===== config.mk =====
export PLATFORM = sky130hd
export DESIGN_NAME = keyboard_make_break_auto_repeat_top
export DESIGN_NICKNAME = d
export VERILOG_FILES = /design/src/hdl/kmbar_pkg.sv /design/src/hdl/kmbar_core.sv /design/src/hdl/keyboard_make_break_auto_repeat_top.sv
export SDC_FILE = /design/constraint.sdc
export NUM_CORES = 1
export LEC_CHECK = 0
export BUFFER_PORTS_ARGS = -buffer_cell sky130_fd_sc_hd__buf_2
export CAP_MARGIN = 40
export CORE_MARGIN = 5
export CORE_UTILIZATION = 45
export DETAILED_ROUTE_END_ITERATION = 7
export PLACE_DENSITY = 0.68
export SETUP_SLACK_MARGIN = 0.5
export SYNTH_ARGS = -nofsm -noshare
export SYNTH_HDL_FRONTEND = slang
export SYNTH_SLANG_ARGS = --single-unit

===== constraint.sdc =====
create_clock -name clk -period 5.19 [get_ports clk]
set_clock_uncertainty 0.15 [all_clocks]
set_input_delay 0.7785 -clock clk [delete_from_list [all_inputs] [get_ports clk]]
set_output_delay 0.7785 -clock clk [all_outputs]
set_load 0.03 [all_outputs]

===== src/hdl/kmbar_pkg.sv =====
// Types and constants shared by the keyboard make/break and auto-repeat block.
`default_nettype none
package kmbar_pkg;

	localparam int TIME_W = 48;
	localparam int REG_W  = 24;

	localparam logic [1:0] REQ_PRESS   = 2'd0;
	localparam logic [1:0] REQ_RELEASE = 2'd1;
	localparam logic [1:0] REQ_ADVANCE = 2'd2;

	localparam logic CFG_DELAY  = 1'b0;
	localparam logic CFG_PERIOD = 1'b1;

	localparam logic [REG_W-1:0] DELAY_RST  = 24'd500;
	localparam logic [REG_W-1:0] PERIOD_RST = 24'd33;

	localparam logic [7:0] BREAK_BIT = 8'h80;

	typedef struct packed {
		logic [1:0]        req_type;
		logic [7:0]        key_index;
		logic [TIME_W-1:0] tick_time;
	} req_t;

	typedef struct packed {
		logic       accepted;
		logic [7:0] event_code;
		logic [6:0] repeat_key;
	} rsp_t;

	typedef struct packed {
		logic [REG_W-1:0] repeat_delay;
		logic [REG_W-1:0] repeat_period;
	} cfg_t;

endpackage
`default_nettype wire


===== src/hdl/kmbar_core.sv =====
// Key bitmap, repeat timer state and the combinational event decision.
`default_nettype none
module kmbar_core #(
	parameter int NUM_KEYS = 128
) (
	input  wire logic            clk,
	input  wire logic            arst_n,
	input  wire logic            fire,
	input  wire kmbar_pkg::req_t req,
	input  wire kmbar_pkg::cfg_t cfg,
	output kmbar_pkg::rsp_t      rsp
);
	import kmbar_pkg::*;

	localparam int KEY_W = (NUM_KEYS > 1) ? $clog2(NUM_KEYS) : 1;

	function automatic logic [TIME_W-1:0] sat_add(input logic [TIME_W-1:0] a,
			input logic [REG_W-1:0] b);
		logic [TIME_W:0] s;
		s = {1'b0, a} + (TIME_W+1)'(b);
		return s[TIME_W] ? {TIME_W{1'b1}} : s[TIME_W-1:0];
	endfunction

	logic [NUM_KEYS-1:0] key_down_q;
	logic                held_vld_q;
	logic [KEY_W-1:0]    held_idx_q;
	logic [TIME_W-1:0]   due_q;
	logic [TIME_W-1:0]   cur_q;

	logic [KEY_W-1:0]  idx;
	logic              key_ok;
	logic              is_down;
	logic              press_ok;
	logic              release_ok;
	logic              repeat_ok;
	logic              is_adv;
	logic [TIME_W-1:0] cur_nxt;

	assign idx        = req.key_index[KEY_W-1:0];
	assign key_ok     = req.key_index < 8'(NUM_KEYS);
	assign is_down    = key_ok && key_down_q[idx];
	assign press_ok   = (req.req_type == REQ_PRESS) && key_ok && !is_down;
	assign release_ok = (req.req_type == REQ_RELEASE) && is_down;
	assign is_adv     = req.req_type == REQ_ADVANCE;
	// Time only moves forward; an older stamp leaves the clock alone.
	assign cur_nxt    = (is_adv && (req.tick_time > cur_q)) ? req.tick_time : cur_q;
	assign repeat_ok  = is_adv && held_vld_q && (cur_nxt >= due_q);

	always_comb begin
		rsp = '0;
		if (press_ok) begin
			rsp.accepted   = 1'b1;
			rsp.event_code = req.key_index;
		end else if (release_ok) begin
			rsp.accepted   = 1'b1;
			rsp.event_code = req.key_index | BREAK_BIT;
		end else if (repeat_ok) begin
			rsp.accepted   = 1'b1;
			rsp.event_code = 8'(held_idx_q);
			rsp.repeat_key = 7'(held_idx_q);
		end
	end

	always_ff @(posedge clk or negedge arst_n) begin
		if (!arst_n) begin
			key_down_q <= '0;
			held_vld_q <= 1'b0;
			held_idx_q <= '0;
			due_q      <= '0;
			cur_q      <= '0;
		end else if (fire) begin
			cur_q <= cur_nxt;
			if (press_ok) begin
				key_down_q[idx] <= 1'b1;
				held_vld_q      <= 1'b1;
				held_idx_q      <= idx;
				due_q           <= sat_add(cur_q, cfg.repeat_delay);
			end
			if (release_ok) begin
				key_down_q[idx] <= 1'b0;
				// Releasing the repeating key stops the repeat until a key is pressed again.
				if (held_vld_q && (held_idx_q == idx)) begin
					held_vld_q <= 1'b0;
				end
			end
			if (repeat_ok) begin
				due_q <= sat_add(due_q, cfg.repeat_period);
			end
		end
	end

endmodule
`default_nettype wire


===== src/hdl/keyboard_make_break_auto_repeat_top.sv =====
// Each transaction passes through the input register and then the result register.
// Throughput: one transaction per cycle while the output is not stalled; a stalled output backs up through one stage.
// The rate is set by the combinational bitmap test and 48-bit add and compare in the core.
// Reset clears the key bitmap, repeating key, due time and clock, and loads
// the delay and period registers with 500 and 33 ticks.
`default_nettype none
module keyboard_make_break_auto_repeat_top #(
	parameter int NUM_KEYS = 128
) (
	input  wire logic            clk,
	input  wire logic            arst_n,
	input  wire logic            in_valid,
	output logic                 in_ready,
	input  wire kmbar_pkg::req_t in_data,
	output logic                 out_valid,
	input  wire logic            out_ready,
	output kmbar_pkg::rsp_t      out_data,
	input  wire logic            cfg_we,
	input  wire logic            cfg_index,
	input  wire logic [23:0]     cfg_data
);
	import kmbar_pkg::*;

	logic  v_s1;
	req_t  req_s1;
	logic  out_valid_q;
	rsp_t  rsp_q;
	cfg_t  cfg_q;
	rsp_t  rsp;
	logic  adv;

	assign adv       = v_s1 && (!out_valid_q || out_ready);
	assign in_ready  = !v_s1 || adv;
	assign out_valid = out_valid_q;
	assign out_data  = rsp_q;

	kmbar_core #(
		.NUM_KEYS(NUM_KEYS)
	) u_core (
		.clk   (clk),
		.arst_n(arst_n),
		.fire  (adv),
		.req   (req_s1),
		.cfg   (cfg_q),
		.rsp   (rsp)
	);

	always_ff @(posedge clk or negedge arst_n) begin
		if (!arst_n) begin
			v_s1        <= 1'b0;
			out_valid_q <= 1'b0;
		end else begin
			if (in_ready) begin
				v_s1 <= in_valid;
			end
			if (adv) begin
				out_valid_q <= 1'b1;
			end else if (out_ready) begin
				out_valid_q <= 1'b0;
			end
		end
	end

	always_ff @(posedge clk) begin
		if (in_valid && in_ready) begin
			req_s1 <= in_data;
		end
		if (adv) begin
			rsp_q <= rsp;
		end
	end

	always_ff @(posedge clk or negedge arst_n) begin
		if (!arst_n) begin
			cfg_q.repeat_delay  <= DELAY_RST;
			cfg_q.repeat_period <= PERIOD_RST;
		end else if (cfg_we) begin
			unique case (cfg_index)
				CFG_DELAY:  cfg_q.repeat_delay  <= cfg_data;
				CFG_PERIOD: cfg_q.repeat_period <= cfg_data;
				default:    cfg_q <= cfg_q;
			endcase
		end
	end

endmodule
`default_nettype wire


==> results.txt <==
The register area came out at slightly above 9000 sq um. The peak supply drop is 0.0005272 V. TritonCTS built the clock tree. The final layout contains around 2.6k nets. The global-route wire length before repair is 97.02 mm. The pin slew with the least headroom to its limit came out at 920.8 ps. The largest net degree at the start of global routing is around 100. The most used flip-flop cell after synthesis is sky130_fd_sc_hd__dfrtp_1. The ratio of routed vias to standard cells is approximately 6.0. The top fanout value on the critical path is 34.

The run finished, with violations left. The proportion of netlist area held by the largest area contributor came out at 32.35%. The clock period minus final worst setup slack is 5233 ps. The least setup slack across all paths after layout came out at -42.51 ps.

Summed over all instances, the cell type with the most area after synthesis is sky130_fd_sc_hd__dfrtp_1. The routability-driven placement congestion ratio is about 0.95. The layout-stage area growth over the synthesis result came out at 18.71%.

The accumulated negative setup slack is -298.0 ps. Traced cell by cell, the critical path runs through ha_4, and3_4, a221o_1, a221oi_2, o211ai_1, a221oi_2, a21oi_4, buf_12, buf_4, nand2_1, o21ai_0, ha_1, nand2_1, nor3_1, buf_4, nand4_1, a211oi_2, a211oi_4, a31o_4, nor2_2, nand4_1, and3_1. The post-synthesis net count is 2382. The count of endpoints failing setup in the final report came out at 18. The finished cells cover 25160 sq um.

The async set-reset flop share out of synthesis came out at 79.21%. The clock reaches the later pin of the worst-skew pair after around 600 ps. The diode insertion count for antenna repair came out at 0. The peak per-stage delay on the critical path is 470 ps. The number of synthesized flops with an enable pin is 74. The launching element type of the critical path is a flop. The headroom to the max-slew limit is between 30% and 40%. The detailed-router iteration count before antenna repair is 6. In this run the clock root is driven by a sky130_fd_sc_hd__clkbuf_16. The number of filler instances in the final layout is 4073. The post-route clock period utilization is 100.8%.

The core box area came out at 46560 sq um. For this design, the slowest cell found on the critical path is sky130_fd_sc_hd__edfxtp_1. The aggregate global routing overflow is 0. The checks that failed: setup timing. The clock transition at the registers of the reported paths came out at 60 ps. The wire length per cell after detailed routing is 20.92 microns. By startpoint and endpoint, the worst setup path is classified as reg2reg.

The register-to-register path setup slack is -40 ps. The die covers 51540 sq um. The total routing resource utilization after global routing is 23.58%. The DRC violation total after the first TritonRoute iteration came out at 1669. After legalization and detailed placement, the total HPWL measured about 45 mm.

The detail route stage leaves a number of antenna-violating nets equal to 0. The total leakage power is 11.00 nW. The hold violation total from the final report is 0. The starting utilization of the core area came out at 45.52%.

The library cell used most frequently in the layout, excluding fill and tap cells, is sky130_fd_sc_hd__a21oi_1. The number of global-route vias before repair is roughly 18k. The CTS H-tree depth is 2. The total CTS buffers came out at 41. The number of hold-repair buffers added at the cts stage came out at 0. The initial antenna violation count is 0.

The number of buffers between clock root and the deepest sink came out at 3. The worst hold path class is in2async. The power density over cell area is roughly 500 nW/um^2. The number of I/O port buffers is 105. Data on the critical path is required at its endpoint by 5520 ps. After synthesis the netlist holds a flip-flop and latch count of 356. The synthesized area is 21190 sq um.

The number of cells produced by synthesis is 2148. The launching point of the worst reg2reg path is req_s1[25]. The number of standard-cell rows in the floorplan came out at 79. The detailed router placed 17.71k vias in this run. The worst setup path is captured at a flop. The overall die height came out at 227.0 microns.

The number of max-cap violations came out at 0. The final-report max-slew violation count is 0. By area the synthesized netlist is led by sky130_fd_sc_hd__dfrtp_1, sky130_fd_sc_hd__edfxtp_1, sky130_fd_sc_hd__ha_1.

In this run the horizontal extent of the chip is 227.0 microns. The warning count from the yosys run is 0. The netlist uses 77 different library cells.

The top cell types in the final layout, fill and taps aside, are sky130_fd_sc_hd__a21oi_1, sky130_fd_sc_hd__dfrtp_1, sky130_fd_sc_hd__nand2_1. In the final layout, the multi-input gates occupy 11220 sq um. Setup repair after global routing could not meet its margin everywhere. The number of remaining DRC errors is 0. The highest attainable clock frequency came out at 191.1 MHz.

Sequential elements use 43.83% of the synthesized area. 106 I/O pins were placed. In the final layout, the share of cells above drive strength 1 is 23.08%. The total routed wirelength came out at 62.19 mm. The data arrival time of the critical path came out at 5560 ps.

The number of clock sinks is 356. The end of the worst register-to-register path is u_core.due_q[29]. Once placement finished, the instance area stood at 23380 sq um. The synthesized area per cell came out at slightly below 10 sq um. The cell depth of the worst flop-to-flop path is 22.
==> area by class of cell <==
type	count	area share, %
clock buffer	58	4.615
sequential	356	36.92
inverter	141	2.104
tap	607	3.019
multi-input combinational	1529	44.60
clock inverter	18	0.7858
timing repair buffer	264	7.952
==> how the worst max path moves through the flow <==
stage / end / cells after the start / from / slack, ps
global route: u_core.due_q[1] / 26 / req_s1[45] / -250
detailed placement: u_core.due_q[23] / 24 / req_s1[47] / -170
global placement: u_core.due_q[30] / 24 / req_s1[47] / -80
CTS: u_core.due_q[23] / 23 / req_s1[27] / 8
floorplan: u_core.due_q[10] / 23 / req_s1[27] / 490
finish: u_core.due_q[29] / 22 / req_s1[25] / -40
==> through the flow <==
stage / power, mW / hold slack [ps] / utilization, % / worst slack, ps / instances
2_1_floorplan: 7.537 / 306.9 / - / 485.3 / 2148
3_3_place_gp: 9.112 / 324.0 / 49.94 / -82.73 / 2870
3_5_place_dp: 9.298 / 351.6 / 50.23 / -170.0 / 2884
4_1_cts: 12.32 / 61.26 / 53.32 / 7.834 / 2967
5_1_grt: 13.37 / 96.20 / 54.04 / -253.7 / 2973
6_report: 12.53 / 40.86 / 54.04 / -42.51 / 2973
==> state kept, by name, indices dropped and copies added (netlist names) <==
name	flops
u_core.held_vld_q	1
v_s1	1
u_core.held_idx_q	7
out_data	16
u_core.key_down_q	128
cfg_q	48
u_core.due_q	48
req_s1	58
out_valid	1
u_core.cur_q	48
==> metal layers <==
metal  part of all wire, %  GRT usage, %
met1                    44         33.09
met2                    46         37.57
met3                   7.3         4.152
met4                   3.0         7.465
met5                     0             0
==> power breakdown <==
part | internal (mW) | leakage [nW] | switching [mW]
logic | 2.50 | 6.02 | 3.27
registers | 3.39 | 4.31 | 0.434
clock network | 1.68 | 0.670 | 1.25
total | 7.58 | 11.0 | 4.96
==> logic make-up (layout without fill, tap and decap cells) <==
| kind of cell | count (synthesis) | count (layout) | synth area share, % |
|---|---|---|---|
| compound gates | 710 | 710 | 21.16 |
| xor+xnor | 72 | 72 | 2.975 |
| fa+ha+maj | 146 | 146 | 8.690 |
| buf+inv | 264 | 481 | 5.166 |
| flops | 356 | 356 | 43.83 |
| mux | 136 | 136 | 7.143 |
| simple gates | 464 | 465 | 11.03 |
==> Yosys cell counts, types with 7 or more instances <==
cell type	count
sky130_fd_sc_hd__o31ai_1	21
sky130_fd_sc_hd__nand2b_1	16
sky130_fd_sc_hd__dfrtp_1	274
sky130_fd_sc_hd__dfstp_2	8
sky130_fd_sc_hd__o21bai_1	8
sky130_fd_sc_hd__a2bb2oi_1	35
sky130_fd_sc_hd__ha_1	144
sky130_fd_sc_hd__nor3_1	21
sky130_fd_sc_hd__o221ai_1	20
sky130_fd_sc_hd__nand4_1	34
sky130_fd_sc_hd__nand3b_1	7
sky130_fd_sc_hd__buf_4	7
sky130_fd_sc_hd__mux2_2	102
sky130_fd_sc_hd__xor2_1	12
sky130_fd_sc_hd__a21oi_1	290
sky130_fd_sc_hd__o21a_1	8
sky130_fd_sc_hd__edfxtp_1	74
sky130_fd_sc_hd__nor2b_1	27
sky130_fd_sc_hd__and3_1	11
sky130_fd_sc_hd__o21ai_0	125
sky130_fd_sc_hd__o32ai_1	35
sky130_fd_sc_hd__o211ai_1	9
sky130_fd_sc_hd__clkbuf_1	71
sky130_fd_sc_hd__a211oi_1	11
sky130_fd_sc_hd__a21oi_2	20
sky130_fd_sc_hd__inv_1	141
sky130_fd_sc_hd__o22ai_1	23
sky130_fd_sc_hd__buf_1	8
sky130_fd_sc_hd__nor2_1	95
sky130_fd_sc_hd__and2_1	13
sky130_fd_sc_hd__and4_1	13
sky130_fd_sc_hd__buf_2	30
sky130_fd_sc_hd__a21o_1	49
sky130_fd_sc_hd__nand3_1	37
sky130_fd_sc_hd__nand2_1	156
sky130_fd_sc_hd__mux2i_1	32
sky130_fd_sc_hd__xnor2_1	60
==> worst max-delay path, delay by kind of cell, from the launching register on <==
kind                     cells  cell delay, ps
AO/OA/AOI/OAI                9            2120
AND/OR/NAND/NOR              8            1280
adder cells (fa/ha/maj)      2             570
buffers and inverters        3             540
flip-flops                   1             470
==> what timing repair did <==
item / CTS / global route
pin swaps: 9 / 21
gates resized for setup: 8 / 66
endpoints found under the setup margin: 63 / 63
cloned: 1 / 1
setup buffers: 6 / 5
(Power assumes the default switching activity.)
